==> config.mk <==
export PLATFORM = sky130hd
export DESIGN_NAME = ipv4_rx_header_filter_unit_flat
export DESIGN_NICKNAME = d
export VERILOG_FILES = /design/src/rtl/ipv4f_pkg.sv /design/src/rtl/ipv4f_if.sv /design/src/rtl/ipv4f_in_reg.sv /design/src/rtl/ipv4f_hdr_eval.sv /design/src/rtl/ipv4f_out_reg.sv /design/src/rtl/ipv4_rx_header_filter_unit.sv /design/src/flat_wrapper.sv
export SDC_FILE = /design/constraint.sdc
export NUM_CORES = 1
export LEC_CHECK = 0
export ABC_AREA = 1
export BUFFER_PORTS_ARGS = -buffer_cell sky130_fd_sc_hd__buf_2
export CORE_ASPECT_RATIO = 2
export CORE_MARGIN = 2
export CORE_UTILIZATION = 50
export DETAILED_ROUTE_END_ITERATION = 10
export PLACE_DENSITY_LB_ADDON = 0.1
export SKIP_CTS_REPAIR_TIMING = 1
export SYNTH_ARGS = -nofsm -noshare
export SYNTH_HDL_FRONTEND = slang
export SYNTH_HIERARCHICAL = 1
export SYNTH_SLANG_ARGS = --single-unit
export TNS_END_PERCENT = 30
==> constraint.sdc <==
create_clock -name clk -period 4.85 [get_ports clk]
set_input_delay 0.97 -clock clk [delete_from_list [all_inputs] [get_ports clk]]
set_output_delay 0.97 -clock clk [all_outputs]
set_load 0.01 [all_outputs]
==> src/rtl/ipv4f_pkg.sv <==
// Shared types and constants for the IPv4 receive header filter.
package ipv4f_pkg;

  localparam int LEN_W  = 16;
  localparam int ADDR_W = 32;
  localparam int ERR_W  = 32;

  localparam logic [LEN_W-1:0]  LEN_MAX     = 16'hFFFF;
  localparam logic [LEN_W-1:0]  MIN_FRAME   = 16'd20;
  localparam logic [5:0]        MIN_HDR     = 6'd20;
  localparam logic [3:0]        IP_VERSION  = 4'd4;
  localparam logic [15:0]       CSUM_OK     = 16'hFFFF;
  localparam logic [ADDR_W-1:0] BCAST_ADDR  = 32'hFFFF_FFFF;

  localparam logic [LEN_W-1:0] POS_VER_IHL = 16'd0;
  localparam logic [LEN_W-1:0] POS_TLEN_HI = 16'd2;
  localparam logic [LEN_W-1:0] POS_TLEN_LO = 16'd3;
  localparam logic [LEN_W-1:0] POS_PROTO   = 16'd9;
  localparam logic [LEN_W-1:0] POS_SRC     = 16'd12;
  localparam logic [LEN_W-1:0] POS_DST     = 16'd16;
  localparam logic [LEN_W-1:0] POS_HDR_END = 16'd20;

  localparam logic [7:0] PROTO_ICMP = 8'd1;
  localparam logic [7:0] PROTO_TCP  = 8'd6;
  localparam logic [7:0] PROTO_UDP  = 8'd17;

  typedef enum logic [2:0] {
    V_SHORT    = 3'd0,
    V_VERSION  = 3'd1,
    V_HDR_LEN  = 3'd2,
    V_CHECKSUM = 3'd3,
    V_NOT_ADDR = 3'd4,
    V_ACCEPT   = 3'd5
  } verdict_t;

  typedef enum logic [1:0] {
    PC_ICMP  = 2'd0,
    PC_UDP   = 2'd1,
    PC_TCP   = 2'd2,
    PC_OTHER = 2'd3
  } pclass_t;

  typedef struct packed {
    logic       valid;
    logic [7:0] data_byte;
    logic       last_byte;
  } beat_t;

  typedef struct packed {
    verdict_t          verdict;
    pclass_t           protocol_class;
    logic [7:0]        protocol_number;
    logic [ADDR_W-1:0] source_address;
    logic [ADDR_W-1:0] destination_address;
    logic [5:0]        header_bytes;
    logic [LEN_W-1:0]  payload_length;
    logic [ERR_W-1:0]  errors_so_far;
  } result_t;

endpackage

==> src/rtl/ipv4f_if.sv <==
// Handshake channel interfaces: byte input, verdict output, configuration write.
interface ipv4f_in_if;
  logic       valid;
  logic       ready;
  logic [7:0] data_byte;
  logic       last_byte;
  modport source (output valid, data_byte, last_byte, input ready);
  modport sink (input valid, data_byte, last_byte, output ready);
endinterface

interface ipv4f_out_if;
  logic        valid;
  logic        ready;
  logic [2:0]  verdict;
  logic [1:0]  protocol_class;
  logic [7:0]  protocol_number;
  logic [31:0] source_address;
  logic [31:0] destination_address;
  logic [5:0]  header_bytes;
  logic [15:0] payload_length;
  logic [31:0] errors_so_far;
  modport source (output valid, verdict, protocol_class, protocol_number, source_address,
                  destination_address, header_bytes, payload_length, errors_so_far,
                  input ready);
  modport sink (input valid, verdict, protocol_class, protocol_number, source_address,
                destination_address, header_bytes, payload_length, errors_so_far,
                output ready);
endinterface

interface ipv4f_cfg_if;
  logic        valid;
  logic        ready;
  logic [31:0] local_address;
  modport source (output valid, local_address, input ready);
  modport sink (input valid, local_address, output ready);
endinterface

==> src/rtl/ipv4f_in_reg.sv <==
// Input register: holds one byte beat until the header logic consumes it.
module ipv4f_in_reg (
  input  logic            clk,
  input  logic            rst_n,
  input  logic            run,
  input  logic            adv,
  ipv4f_in_if.sink        in_bus,
  output ipv4f_pkg::beat_t s1
);
  import ipv4f_pkg::*;

  beat_t s1_r;
  logic  take;

  assign in_bus.ready = run && (!s1_r.valid || adv);
  assign take         = in_bus.valid && in_bus.ready;
  assign s1           = s1_r;

  always_ff @(posedge clk) begin
    if (!rst_n) begin
      s1_r.valid <= 1'b0;
    end else if (take || adv) begin
      s1_r.valid <= take;
    end
    if (take) begin
      s1_r.data_byte <= in_bus.data_byte;
      s1_r.last_byte <= in_bus.last_byte;
    end
  end

endmodule

==> src/rtl/ipv4f_hdr_eval.sv <==
// Per-frame header state, checksum accumulation and verdict logic.
module ipv4f_hdr_eval #(
  parameter int ERROR_COUNT_BITS = 32
) (
  input  logic                         clk,
  input  logic                         rst_n,
  input  ipv4f_pkg::beat_t             s1,
  input  logic                         adv,
  input  logic [ipv4f_pkg::ADDR_W-1:0] local_address,
  output ipv4f_pkg::result_t           res
);
  import ipv4f_pkg::*;

  logic [LEN_W-1:0]            byte_count_r, byte_count_nxt;
  logic [15:0]                 csum_r, csum_nxt;
  logic [7:0]                  hold_r, hold_nxt;
  logic [7:0]                  vl_r, vl_nxt;
  logic [15:0]                 tlen_r, tlen_nxt;
  logic [7:0]                  proto_r, proto_nxt;
  logic [ADDR_W-1:0]           src_r, src_nxt;
  logic [ADDR_W-1:0]           dst_r, dst_nxt;
  logic [ERROR_COUNT_BITS-1:0] err_r, err_nxt;

  logic [LEN_W-1:0] p;
  logic [7:0]       b;
  logic [5:0]       ihl;
  logic [16:0]      sum17;
  logic [LEN_W-1:0] clamp, avail;

  assign p = byte_count_r;
  assign b = s1.data_byte;

  always_comb begin
    vl_nxt    = (p == POS_VER_IHL) ? b : vl_r;
    ihl       = {vl_nxt[3:0], 2'b00};
    hold_nxt  = hold_r;
    csum_nxt  = csum_r;
    sum17     = {1'b0, csum_r} + {1'b0, hold_r, b};
    if (p < {10'd0, ihl}) begin
      if (!p[0]) begin
        hold_nxt = b;
      end else begin
        csum_nxt = sum17[15:0] + {15'd0, sum17[16]};
      end
    end
    tlen_nxt  = tlen_r;
    if (p == POS_TLEN_HI) tlen_nxt = {b, tlen_r[7:0]};
    if (p == POS_TLEN_LO) tlen_nxt = {tlen_r[15:8], b};
    proto_nxt = (p == POS_PROTO) ? b : proto_r;
    src_nxt   = (p >= POS_SRC && p < POS_DST) ? {src_r[ADDR_W-9:0], b} : src_r;
    dst_nxt   = (p >= POS_DST && p < POS_HDR_END) ? {dst_r[ADDR_W-9:0], b} : dst_r;
    byte_count_nxt = (p < LEN_MAX) ? p + 16'd1 : p;

    err_nxt   = err_r;
    clamp     = tlen_nxt - {10'd0, ihl};
    avail     = byte_count_nxt - {10'd0, ihl};

    res.protocol_class      = PC_ICMP;
    res.header_bytes        = '0;
    res.payload_length      = '0;
    res.protocol_number     = proto_nxt;
    res.source_address      = src_nxt;
    res.destination_address = dst_nxt;

    priority if (byte_count_nxt < MIN_FRAME) begin
      res.verdict = V_SHORT;
    end else if (vl_nxt[7:4] != IP_VERSION) begin
      res.verdict = V_VERSION;
    end else if (ihl < MIN_HDR || {10'd0, ihl} > byte_count_nxt) begin
      res.verdict = V_HDR_LEN;
    end else if (csum_nxt != CSUM_OK) begin
      res.verdict = V_CHECKSUM;
      err_nxt     = err_r + 1'b1;
    end else if (dst_nxt != local_address && dst_nxt != BCAST_ADDR) begin
      res.verdict = V_NOT_ADDR;
    end else begin
      res.verdict        = V_ACCEPT;
      res.header_bytes   = ihl;
      res.payload_length = (avail > clamp) ? clamp : avail;
      unique case (proto_nxt)
        PROTO_ICMP: res.protocol_class = PC_ICMP;
        PROTO_UDP:  res.protocol_class = PC_UDP;
        PROTO_TCP:  res.protocol_class = PC_TCP;
        default:    res.protocol_class = PC_OTHER;
      endcase
    end
    res.errors_so_far = ERR_W'(err_nxt);
  end

  always_ff @(posedge clk) begin
    if (!rst_n) begin
      byte_count_r <= '0;
      csum_r       <= '0;
      hold_r       <= '0;
      vl_r         <= '0;
      tlen_r       <= '0;
      proto_r      <= '0;
      src_r        <= '0;
      dst_r        <= '0;
      err_r        <= '0;
    end else if (adv) begin
      if (s1.last_byte) begin
        byte_count_r <= '0;
        csum_r       <= '0;
        hold_r       <= '0;
        vl_r         <= '0;
        tlen_r       <= '0;
        proto_r      <= '0;
        src_r        <= '0;
        dst_r        <= '0;
        err_r        <= err_nxt;
      end else begin
        byte_count_r <= byte_count_nxt;
        csum_r       <= csum_nxt;
        hold_r       <= hold_nxt;
        vl_r         <= vl_nxt;
        tlen_r       <= tlen_nxt;
        proto_r      <= proto_nxt;
        src_r        <= src_nxt;
        dst_r        <= dst_nxt;
      end
    end
  end

endmodule

==> src/rtl/ipv4f_out_reg.sv <==
// Result register driving the verdict channel.
module ipv4f_out_reg (
  input  logic                 clk,
  input  logic                 rst_n,
  input  logic                 load,
  input  ipv4f_pkg::result_t   res,
  output logic                 free,
  ipv4f_out_if.source          out_bus
);
  import ipv4f_pkg::*;

  logic    out_valid_r;
  result_t res_r;

  assign free = !out_valid_r || out_bus.ready;

  always_ff @(posedge clk) begin
    if (!rst_n) begin
      out_valid_r <= 1'b0;
    end else if (free) begin
      out_valid_r <= load;
    end
    if (load) begin
      res_r <= res;
    end
  end

  assign out_bus.valid               = out_valid_r;
  assign out_bus.verdict             = res_r.verdict;
  assign out_bus.protocol_class      = res_r.protocol_class;
  assign out_bus.protocol_number     = res_r.protocol_number;
  assign out_bus.source_address      = res_r.source_address;
  assign out_bus.destination_address = res_r.destination_address;
  assign out_bus.header_bytes        = res_r.header_bytes;
  assign out_bus.payload_length      = res_r.payload_length;
  assign out_bus.errors_so_far       = res_r.errors_so_far;

endmodule

==> src/rtl/ipv4_rx_header_filter_unit.sv <==
// Top level of the IPv4 receive header filter.
//
// in_bus takes one datagram byte per beat, starting at the first header byte;
// last_byte marks the final byte of a frame. Every frame yields exactly one
// beat on out_bus, carrying the verdict, header fields, payload length and the
// running checksum error count. cfg_bus writes local_address; write it only
// while no frame is in flight.
// Throughput: one byte per cycle, including back-to-back frames, while out_bus takes results.
// The last byte's beat passes the input register, then the header logic into
// the result register, which drives out_bus.
// Reset clears all frame state, the error counter and local_address; ready on
// both input channels stays low during reset.
// When out_bus stalls, the result register holds its beat; non-final bytes keep
// flowing, and a new final byte waits in the input register until the held
// result is taken, so in_bus ready drops only in that case.
module ipv4_rx_header_filter_unit #(
  parameter int ERROR_COUNT_BITS = 32
) (
  input  logic         clk,
  input  logic         rst_n,
  ipv4f_in_if.sink     in_bus,
  ipv4f_out_if.source  out_bus,
  ipv4f_cfg_if.sink    cfg_bus
);
  import ipv4f_pkg::*;

  logic              run_r;
  logic [ADDR_W-1:0] local_address_r;
  beat_t             s1;
  result_t           res;
  logic              free;
  logic              adv;
  logic              load;

  assign adv            = s1.valid && (!s1.last_byte || free);
  assign load           = adv && s1.last_byte;
  assign cfg_bus.ready  = run_r;

  always_ff @(posedge clk) begin
    if (!rst_n) begin
      run_r           <= 1'b0;
      local_address_r <= '0;
    end else begin
      run_r <= 1'b1;
      if (cfg_bus.valid && cfg_bus.ready) begin
        local_address_r <= cfg_bus.local_address;
      end
    end
  end

  ipv4f_in_reg u_in_reg (
    .clk    (clk),
    .rst_n  (rst_n),
    .run    (run_r),
    .adv    (adv),
    .in_bus (in_bus),
    .s1     (s1)
  );

  ipv4f_hdr_eval #(
    .ERROR_COUNT_BITS (ERROR_COUNT_BITS)
  ) u_hdr_eval (
    .clk           (clk),
    .rst_n         (rst_n),
    .s1            (s1),
    .adv           (adv),
    .local_address (local_address_r),
    .res           (res)
  );

  ipv4f_out_reg u_out_reg (
    .clk     (clk),
    .rst_n   (rst_n),
    .load    (load),
    .res     (res),
    .free    (free),
    .out_bus (out_bus)
  );

  a_load_shows: assert property (@(posedge clk) disable iff (!rst_n)
    load |=> out_bus.valid)
    else $error("final byte did not produce a result");

  a_stall_only_on_last: assert property (@(posedge clk) disable iff (!rst_n)
    (run_r && !in_bus.ready) |-> (s1.valid && s1.last_byte && out_bus.valid))
    else $error("input stalled without a held final byte");

  a_reject_clean: assert property (@(posedge clk) disable iff (!rst_n)
    (out_bus.valid && out_bus.verdict != V_ACCEPT) |->
      (out_bus.header_bytes == 6'd0 && out_bus.payload_length == 16'd0))
    else $error("rejected frame carries header or payload length");

  a_err_count_step: assert property (@(posedge clk) disable iff (!rst_n)
    (load && $past(load) && res.verdict != V_CHECKSUM) |->
      (res.errors_so_far == $past(res.errors_so_far)))
    else $error("error count moved without a checksum failure");

endmodule
==> src/flat_wrapper.sv <==
// flat-port wrapper written by rule: the top's interface ports become plain ports
module ipv4_rx_header_filter_unit_flat import ipv4f_pkg::*;
#(
  parameter int ERROR_COUNT_BITS = 32
)
  (clk, rst_n, in_bus_valid, in_bus_data_byte, in_bus_last_byte, in_bus_ready, out_bus_valid, out_bus_verdict, out_bus_protocol_class, out_bus_protocol_number, out_bus_source_address, out_bus_destination_address, out_bus_header_bytes, out_bus_payload_length, out_bus_errors_so_far, out_bus_ready, cfg_bus_valid, cfg_bus_local_address, cfg_bus_ready);
  ipv4f_in_if in_bus_i ();
  ipv4f_out_if out_bus_i ();
  ipv4f_cfg_if cfg_bus_i ();
  input  logic clk;
  input  logic rst_n;
  input wire logic [$bits(in_bus_i.valid)-1:0] in_bus_valid;
  input wire logic [$bits(in_bus_i.data_byte)-1:0] in_bus_data_byte;
  input wire logic [$bits(in_bus_i.last_byte)-1:0] in_bus_last_byte;
  output wire logic [$bits(in_bus_i.ready)-1:0] in_bus_ready;
  output wire logic [$bits(out_bus_i.valid)-1:0] out_bus_valid;
  output wire logic [$bits(out_bus_i.verdict)-1:0] out_bus_verdict;
  output wire logic [$bits(out_bus_i.protocol_class)-1:0] out_bus_protocol_class;
  output wire logic [$bits(out_bus_i.protocol_number)-1:0] out_bus_protocol_number;
  output wire logic [$bits(out_bus_i.source_address)-1:0] out_bus_source_address;
  output wire logic [$bits(out_bus_i.destination_address)-1:0] out_bus_destination_address;
  output wire logic [$bits(out_bus_i.header_bytes)-1:0] out_bus_header_bytes;
  output wire logic [$bits(out_bus_i.payload_length)-1:0] out_bus_payload_length;
  output wire logic [$bits(out_bus_i.errors_so_far)-1:0] out_bus_errors_so_far;
  input wire logic [$bits(out_bus_i.ready)-1:0] out_bus_ready;
  input wire logic [$bits(cfg_bus_i.valid)-1:0] cfg_bus_valid;
  input wire logic [$bits(cfg_bus_i.local_address)-1:0] cfg_bus_local_address;
  output wire logic [$bits(cfg_bus_i.ready)-1:0] cfg_bus_ready;
  assign in_bus_i.valid = in_bus_valid;
  assign in_bus_i.data_byte = in_bus_data_byte;
  assign in_bus_i.last_byte = in_bus_last_byte;
  assign in_bus_ready = in_bus_i.ready;
  assign out_bus_valid = out_bus_i.valid;
  assign out_bus_verdict = out_bus_i.verdict;
  assign out_bus_protocol_class = out_bus_i.protocol_class;
  assign out_bus_protocol_number = out_bus_i.protocol_number;
  assign out_bus_source_address = out_bus_i.source_address;
  assign out_bus_destination_address = out_bus_i.destination_address;
  assign out_bus_header_bytes = out_bus_i.header_bytes;
  assign out_bus_payload_length = out_bus_i.payload_length;
  assign out_bus_errors_so_far = out_bus_i.errors_so_far;
  assign out_bus_i.ready = out_bus_ready;
  assign cfg_bus_i.valid = cfg_bus_valid;
  assign cfg_bus_i.local_address = cfg_bus_local_address;
  assign cfg_bus_ready = cfg_bus_i.ready;
  ipv4_rx_header_filter_unit #(.ERROR_COUNT_BITS(ERROR_COUNT_BITS)) u_core (.clk(clk), .rst_n(rst_n), .in_bus(in_bus_i), .out_bus(out_bus_i), .cfg_bus(cfg_bus_i));
endmodule
# == Word-level counts from Yosys, hierarchy flattened ==
# Cells that the tools add are included.
# totals
ff_bits,343
out_inout_bits,134
wordCells,106
# classes
addsub,6
order_cmp,10
n_eq_ne,11
n_mux,30
reduce_logical,23
# ops
cell,n
32-bit two-way mux,8
16-bit two-way mux,9
8-bit two-way mux,7
"16-bit by 5-bit < comparator with 1-bit output, second input constant",3
"32-bit by 1-bit adder with 32-bit output, second input constant",1
"16-bit by 2-bit equality test with 1-bit output, second input constant",2
32-bit != test,1
"32-bit != test, second input constant",1
16-bit by 6-bit subtractor with 16-bit output,2
16-bit by 16-bit adder with 17-bit output,1
16-bit by 1-bit adder with 16-bit output,1
"16-bit by 1-bit adder with 16-bit output, second input constant",1
"16-bit by 4-bit equality test with 1-bit output, second input constant",1
"16-bit by 4-bit >= comparator with 1-bit output, second input constant",1
"16-bit by 5-bit >= comparator with 1-bit output, second input constant",1
16-bit > comparator,1
6-bit by 16-bit > comparator with 1-bit output,1
16-bit logical NOT,1
"16-bit < comparator, second input constant",1
16-bit by 6-bit < comparator with 1-bit output,1
"16-bit != test, second input constant",1
"8-bit by 1-bit equality test with 1-bit output, second input constant",1
"8-bit by 3-bit equality test with 1-bit output, second input constant",1
"8-bit by 5-bit equality test with 1-bit output, second input constant",1
other kinds (15),31

# == Depth between registers and ports, before layout ==
# depth
depth_word,9
ltp_mapped,36
mapped_depth_nobuf,34

# == Hierarchy ==
# Netlist, hierarchy kept.
# modules_own_cells
module,instances,cells_per_inst,area_per_inst_um2
ipv4f_hdr_eval,1,2121,12537.0
ipv4f_out_reg,1,137,3980.1
ipv4_rx_header_filter_unit,1,207,1358.8
ipv4f_in_reg,1,20,335.3

# == Worst setup path after synthesis ==
# Ideal clock, no wire load.
# synth_path
path_kind,reg-to-reg
startpoint,register u_core.u_hdr_eval.byte_count_r[0]
endpoint,"register u_core.u_out_reg.res_r, in the netlist u_core/u_out_reg/out_bus.payload_length[5], data pin"
setup_time_ns,0.257
t_arrival_ns,4.467
t_required_ns,4.593
path_slack_ns,0.126
path_stages_with_launch,27
synth_period_minus_slack_ns,4.724
cell_sequence,dfxtp_1 buf_2 inv_1 ha_1 nand2_1 nor2_4 nand2_4 buf_2 o21ai_0 ha_1 nand2_1 nand2_1 nor2_1 inv_1 or2_1 nor2_1 xnor2_1 ha_1 a21oi_1 nor2_1 a2111oi_0 nand2_1 nand2_1 clkinv_1 clkbuf_1 o21ai_0 nor2_1
# synth_via
elab_chain_cells,6
elab_cells_between_ends,30
cone_classes,3 x add/sub; 8 x order compare; 6 x eq/ne; 8 x mux; 5 x reduce/logical
# synth_rtl
item,line_no,text
from (decl),ipv4f_hdr_eval.sv:14,"logic [LEN_W-1:0] byte_count_r, byte_count_nxt;"
from (signal assigned),ipv4f_hdr_eval.sv:113,byte_count_r <= byte_count_nxt;
branches (longest 6 deep; another with 16-bit by 1-bit adder with 16-bit output),n/a,
to (signal assigned),ipv4f_out_reg.sv:24,res_r <= res;
to (decl),ipv4f_out_reg.sv:13,result_t res_r;
# Several ways; the timed one is not identified.
# A chain may end at the register's enable or synchronous reset.

# == Worst setup path in the final report ==
# layout_path
startpoint,register u_core.u_hdr_eval.byte_count_r[10]
endpoint,"register u_core.u_out_reg.res_r, in the netlist u_core/u_out_reg/out_bus.payload_length[9], data pin"
# Same word-level chain as after synthesis.

==> run_results.csv <==
group,metric,value,unit
cells_and_area,final_cell_mix,"820 x sky130_fd_sc_hd__nand2_1, 297 x sky130_fd_sc_hd__inv_1, 197 x sky130_fd_sc_hd__dfxtp_1",
routing,total_length_of_routed_wires,53000,µm
setup_path,r2r.worst_path.cells,27,
global_routing,global_route.overflow_total,0,
yosys,synthesis.area_per_instance,7.33,µm²
yosys,yosys_warnings,6,
routing,vias,16750,
global_routing,grtUsageTotal,26.8,%
timing,worstMarginPinSlew,1.10,ns
floorplan,core.rowCount,98,
cells_and_area,most_common_cell_after_layout_fill_and_taps_aside,"sky130_fd_sc_hd__nand2_1",
setup_path,cp.required,5.21,ns
cts,cts_tree,"done",
global_routing,grt_pass1_vias,16158,
routing,routed_wire_length_per_instance,16.9,µm
placement,place.detailed.instances,3077,
routing,drc_errors,0,
power_and_ir_drop,pwr-share-seq,48.7,%
setup_path,timing.critical_path.fanout_max,17,
placement,place.gp.congestion,1.04,
cts,clk_latency,0.61,ns
routing,drtPass1Iterations,8,
yosys,synthDominantCellAreaShare,23.1,%
timing,timing.max_slew.rel_slack,26.4,%
yosys,synth.top_cells.by_area,"sky130_fd_sc_hd__edfxtp_1 23%, sky130_fd_sc_hd__dfxtp_1 22%, sky130_fd_sc_hd__nand2_1 17%",
routing,ant_nets,0,
yosys,synth-seq-area-share,45.4,%
power_and_ir_drop,share_comb_of_total_power,9.6,%
setup_path,crit_path_start_kind,"register",
timing,final.setup_skew,0.0260,ns
worst_hold_path,hold_class,"reg -> reg",
power_and_ir_drop,switching_share,25.0,%
yosys,postSynthRegisterBits,343,
power_and_ir_drop,cellPowerDensity,305,nW/µm²
cts,number_of_buffers_inserted_during_clock_tree_synthesis,31,
power_and_ir_drop,p_int,4800,µW
placement,numPortBuffers,179,
cells_and_area,drive_gt1_share,13.8,%
yosys,postSynthCellCount,2485,
timing,achievable-frequency,221,MHz
timing,drv_slew,0,
yosys,post_synth_instance_area,18200,µm²
setup_path,reg2reg_slack,0.32,ns
floorplan,start_util,50.9,%
cts,root_buffer,"sky130_fd_sc_hd__clkbuf_16",
power_and_ir_drop,irDropWorstVdd,365,µV
yosys,synth_ff_type,"sky130_fd_sc_hd__dfxtp_1",
timing,post-route-min-period,4.53,ns
floorplan,ios,180,
routing,route.detailed.vias_per_inst,5.33,
timing,timing.final.setup_violations,0,
floorplan,chipWidth,139,µm
timing,worst_hold_slack,0.466,ns
yosys,async_reset_ff_share,0,%
run_status,outcome,"finished, final reports clean",
power_and_ir_drop,standby_leakage_power,0.00913,µW
global_routing,grt_pass1_wl,82400,µm
yosys,netlist-cell-type-count,50,
power_and_ir_drop,clkPwrFrac,41.7,%
global_routing,grt_start_max_net_pins,108,
floorplan,fp.dieH,274,µm
placement,place_hpwl,37900,µm
cts,cts-htree-levels,1,
yosys,synth_top_area_cell,"sky130_fd_sc_hd__edfxtp_1",
floorplan,floorplan.die_area,38100,µm²
cts,clockBufferDepth,3,
cells_and_area,syn2layout_area_growth,15.3,%
timing,post-route-period-util,93.4,%
setup_path,crit_path_end_kind,"register",
cells_and_area,finalNonFillerCells,3143,
setup_path,critPathArrivalTime,4.89,ns
power_and_ir_drop,power.switching,1600,µW
setup_path,type_of_the_worst_setup_path,"reg -> reg",
yosys,synth_enable_flop_cells,140,
job,drv_cap,0,
worst_hold_path,min_path_cells,2,
cts,cts_num_sinks,343,
cells_and_area,nFillCells,3383,
cts,clk_pin_slew,0.07,ns
timing,hold_violation_total_from_the_final_report,0,
cells_and_area,nNetsFinal,2762,
global_routing,initial_antenna_violation_count,6,
floorplan,fp.coreArea,35800,µm²
routing,detail_route.iter0.violations,1075,
[per-stage QoR]
stage               util [%]  worst slack [ns]  instance area [µm²]  setup TNS [ns]  power [µW]
finish                  58.6             0.319                21000               0        6400
global route            58.6           -0.0191                21000          -0.105        6630
CTS                     58.1            0.0263                20800               0        6450
detailed placement      55.0            0.0537                19700               0        3780
global placement        55.0             0.267                19700               0        3770
floorplan                  -             0.126                18200               0        3570
[path summary, 6_finish.rpt]
path,end,start
min,u_core/u_hdr_eval/vl_r[7],u_core/u_hdr_eval/vl_r[7]
max,u_core/u_out_reg/out_bus.payload_length[9],u_core/u_hdr_eval/byte_count_r[10]
min reg2reg,u_core/u_hdr_eval/vl_r[7],u_core/u_hdr_eval/vl_r[7]
max reg2reg,u_core/u_out_reg/out_bus.payload_length[9],u_core/u_hdr_eval/byte_count_r[10]
[state kept, by name (all words and copies together) (netlist names)]
signal and flops:
u_core/cfg_bus.ready 1, u_core/u_out_reg/out_bus.payload_length 16, u_core/u_out_reg/out_bus.header_bytes 6, u_core/u_out_reg/out_bus.errors_so_far 32, u_core/u_out_reg/out_bus.destination_address 32, u_core/u_hdr_eval/hold_r 8, u_core/u_hdr_eval/err_r 32, u_core/u_hdr_eval/tlen_r 16
u_core/u_hdr_eval/byte_count_r 16, u_core/u_out_reg/out_bus.protocol_class 2, u_core/u_in_reg/s1 10, u_core/u_out_reg/out_bus.source_address 32, u_core/u_hdr_eval/csum_r 16, u_core/u_hdr_eval/dst_r 32, u_core/u_out_reg/out_bus.protocol_number 8, u_core/u_hdr_eval/src_r 32
u_core/u_hdr_eval/proto_r 8, u_core/u_hdr_eval/vl_r 8, u_core/local_address_r 32, u_core/u_out_reg/out_bus.verdict 3, u_core/u_out_reg/out_bus.valid 1
[critical path: stages (launching register included)]
cell and delay (ns):
sky130_fd_sc_hd__dfxtp_1 0.34, sky130_fd_sc_hd__nor2_1 0.12, sky130_fd_sc_hd__nand2_1 0.13, sky130_fd_sc_hd__nor2_8 0.21
sky130_fd_sc_hd__buf_4 0.16, sky130_fd_sc_hd__inv_2 0.04, sky130_fd_sc_hd__nor2_1 0.20, sky130_fd_sc_hd__nand4_1 0.17
sky130_fd_sc_hd__buf_4 0.23, sky130_fd_sc_hd__nand2_1 0.08, sky130_fd_sc_hd__o21ai_1 0.14, sky130_fd_sc_hd__nor2_1 0.16
sky130_fd_sc_hd__nand2_1 0.10, sky130_fd_sc_hd__nor2_4 0.11, sky130_fd_sc_hd__inv_1 0.04, sky130_fd_sc_hd__or2_1 0.19
sky130_fd_sc_hd__nor2_1 0.12, sky130_fd_sc_hd__xnor2_1 0.17, sky130_fd_sc_hd__ha_1 0.30, sky130_fd_sc_hd__a21oi_1 0.18
sky130_fd_sc_hd__nor2_1 0.07, sky130_fd_sc_hd__a2111oi_2 0.28, sky130_fd_sc_hd__nand2_1 0.10, sky130_fd_sc_hd__nand2_2 0.11
sky130_fd_sc_hd__clkinv_1 0.09, sky130_fd_sc_hd__buf_4 0.18, sky130_fd_sc_hd__o21ai_0 0.17, sky130_fd_sc_hd__nor2_1 0.06
[cell families after synthesis]
kind of cell | Yosys count | share of synthesized area (%)
mux | 2 | 0.110
simple gates | 1299 | 29.9
flops | 343 | 45.4
fa+ha+maj | 49 | 3.49
compound gates | 322 | 9.12
xor+xnor | 59 | 2.84
buf+inv | 410 | 9.12
other cells | 1 | 0.0206
[cell usage after synthesis (2+ instances only)]
master,count
sky130_fd_sc_hd__nand3b_1,5
sky130_fd_sc_hd__a21boi_1,3
sky130_fd_sc_hd__inv_2,9
sky130_fd_sc_hd__or2_2,4
sky130_fd_sc_hd__clkinv_1,3
sky130_fd_sc_hd__xnor2_1,29
sky130_fd_sc_hd__buf_6,11
sky130_fd_sc_hd__edfxtp_1,140
sky130_fd_sc_hd__nand2_4,2
sky130_fd_sc_hd__buf_4,4
sky130_fd_sc_hd__o22ai_1,6
sky130_fd_sc_hd__buf_2,20
sky130_fd_sc_hd__buf_1,7
sky130_fd_sc_hd__fa_1,3
sky130_fd_sc_hd__nor2_2,2
sky130_fd_sc_hd__or2_1,2
sky130_fd_sc_hd__nor3_1,23
sky130_fd_sc_hd__nand3_1,147
sky130_fd_sc_hd__dfxtp_1,203
sky130_fd_sc_hd__nor2_4,3
sky130_fd_sc_hd__clkbuf_1,57
sky130_fd_sc_hd__mux2i_1,2
sky130_fd_sc_hd__o21a_1,3
sky130_fd_sc_hd__inv_1,299
sky130_fd_sc_hd__ha_1,46
sky130_fd_sc_hd__nand2_1,827
sky130_fd_sc_hd__o21bai_1,2
sky130_fd_sc_hd__a21oi_1,188
sky130_fd_sc_hd__nor3_2,2
sky130_fd_sc_hd__o21ai_1,14
sky130_fd_sc_hd__nand4_1,58
sky130_fd_sc_hd__and3_1,2
sky130_fd_sc_hd__nor4_1,11
sky130_fd_sc_hd__nor2_1,193
sky130_fd_sc_hd__xor2_1,30
sky130_fd_sc_hd__nand2_2,12
sky130_fd_sc_hd__o21ai_0,99
sky130_fd_sc_hd__a211oi_1,2
[layer usage]
metal | part of all wire (%) | up-vias | GRT usage, %
li1 | - | 8334 | -
met4 | 6.1 | 10 | 15.2
met1 | 36 | 7737 | 27.3
met5 | 0.12 | - | 0
met2 | 53 | 522 | 51.5
met3 | 5.1 | 147 | 3.86
[power groups by stage]
stage / logic (µW) / clock network (µW) / registers, µW
after CTS: 604 / 2730 / 3120
after global routing: 681 / 2830 / 3120
after floorplan: 379 / 0 / 3190
after global placement: 594 / 0 / 3180
final: 614 / 2670 / 3120
after detailed placement: 601 / 0 / 3180
[cell type report]
class                      instances  area [µm²]  share of cell area [%]
multi-input combinational       1733        8400                    40.0
sequential                       343        8280                    39.4
timing repair buffer             247        1470                    6.98
inverter                         311        1180                    5.60
clock buffer                      42         898                    4.28
tap                              450         563                    2.68
clock inverter                    16         209                   0.995
antenna                            1        2.50                  0.0119
No activity file was read; power rests on OpenSTA's default activity.
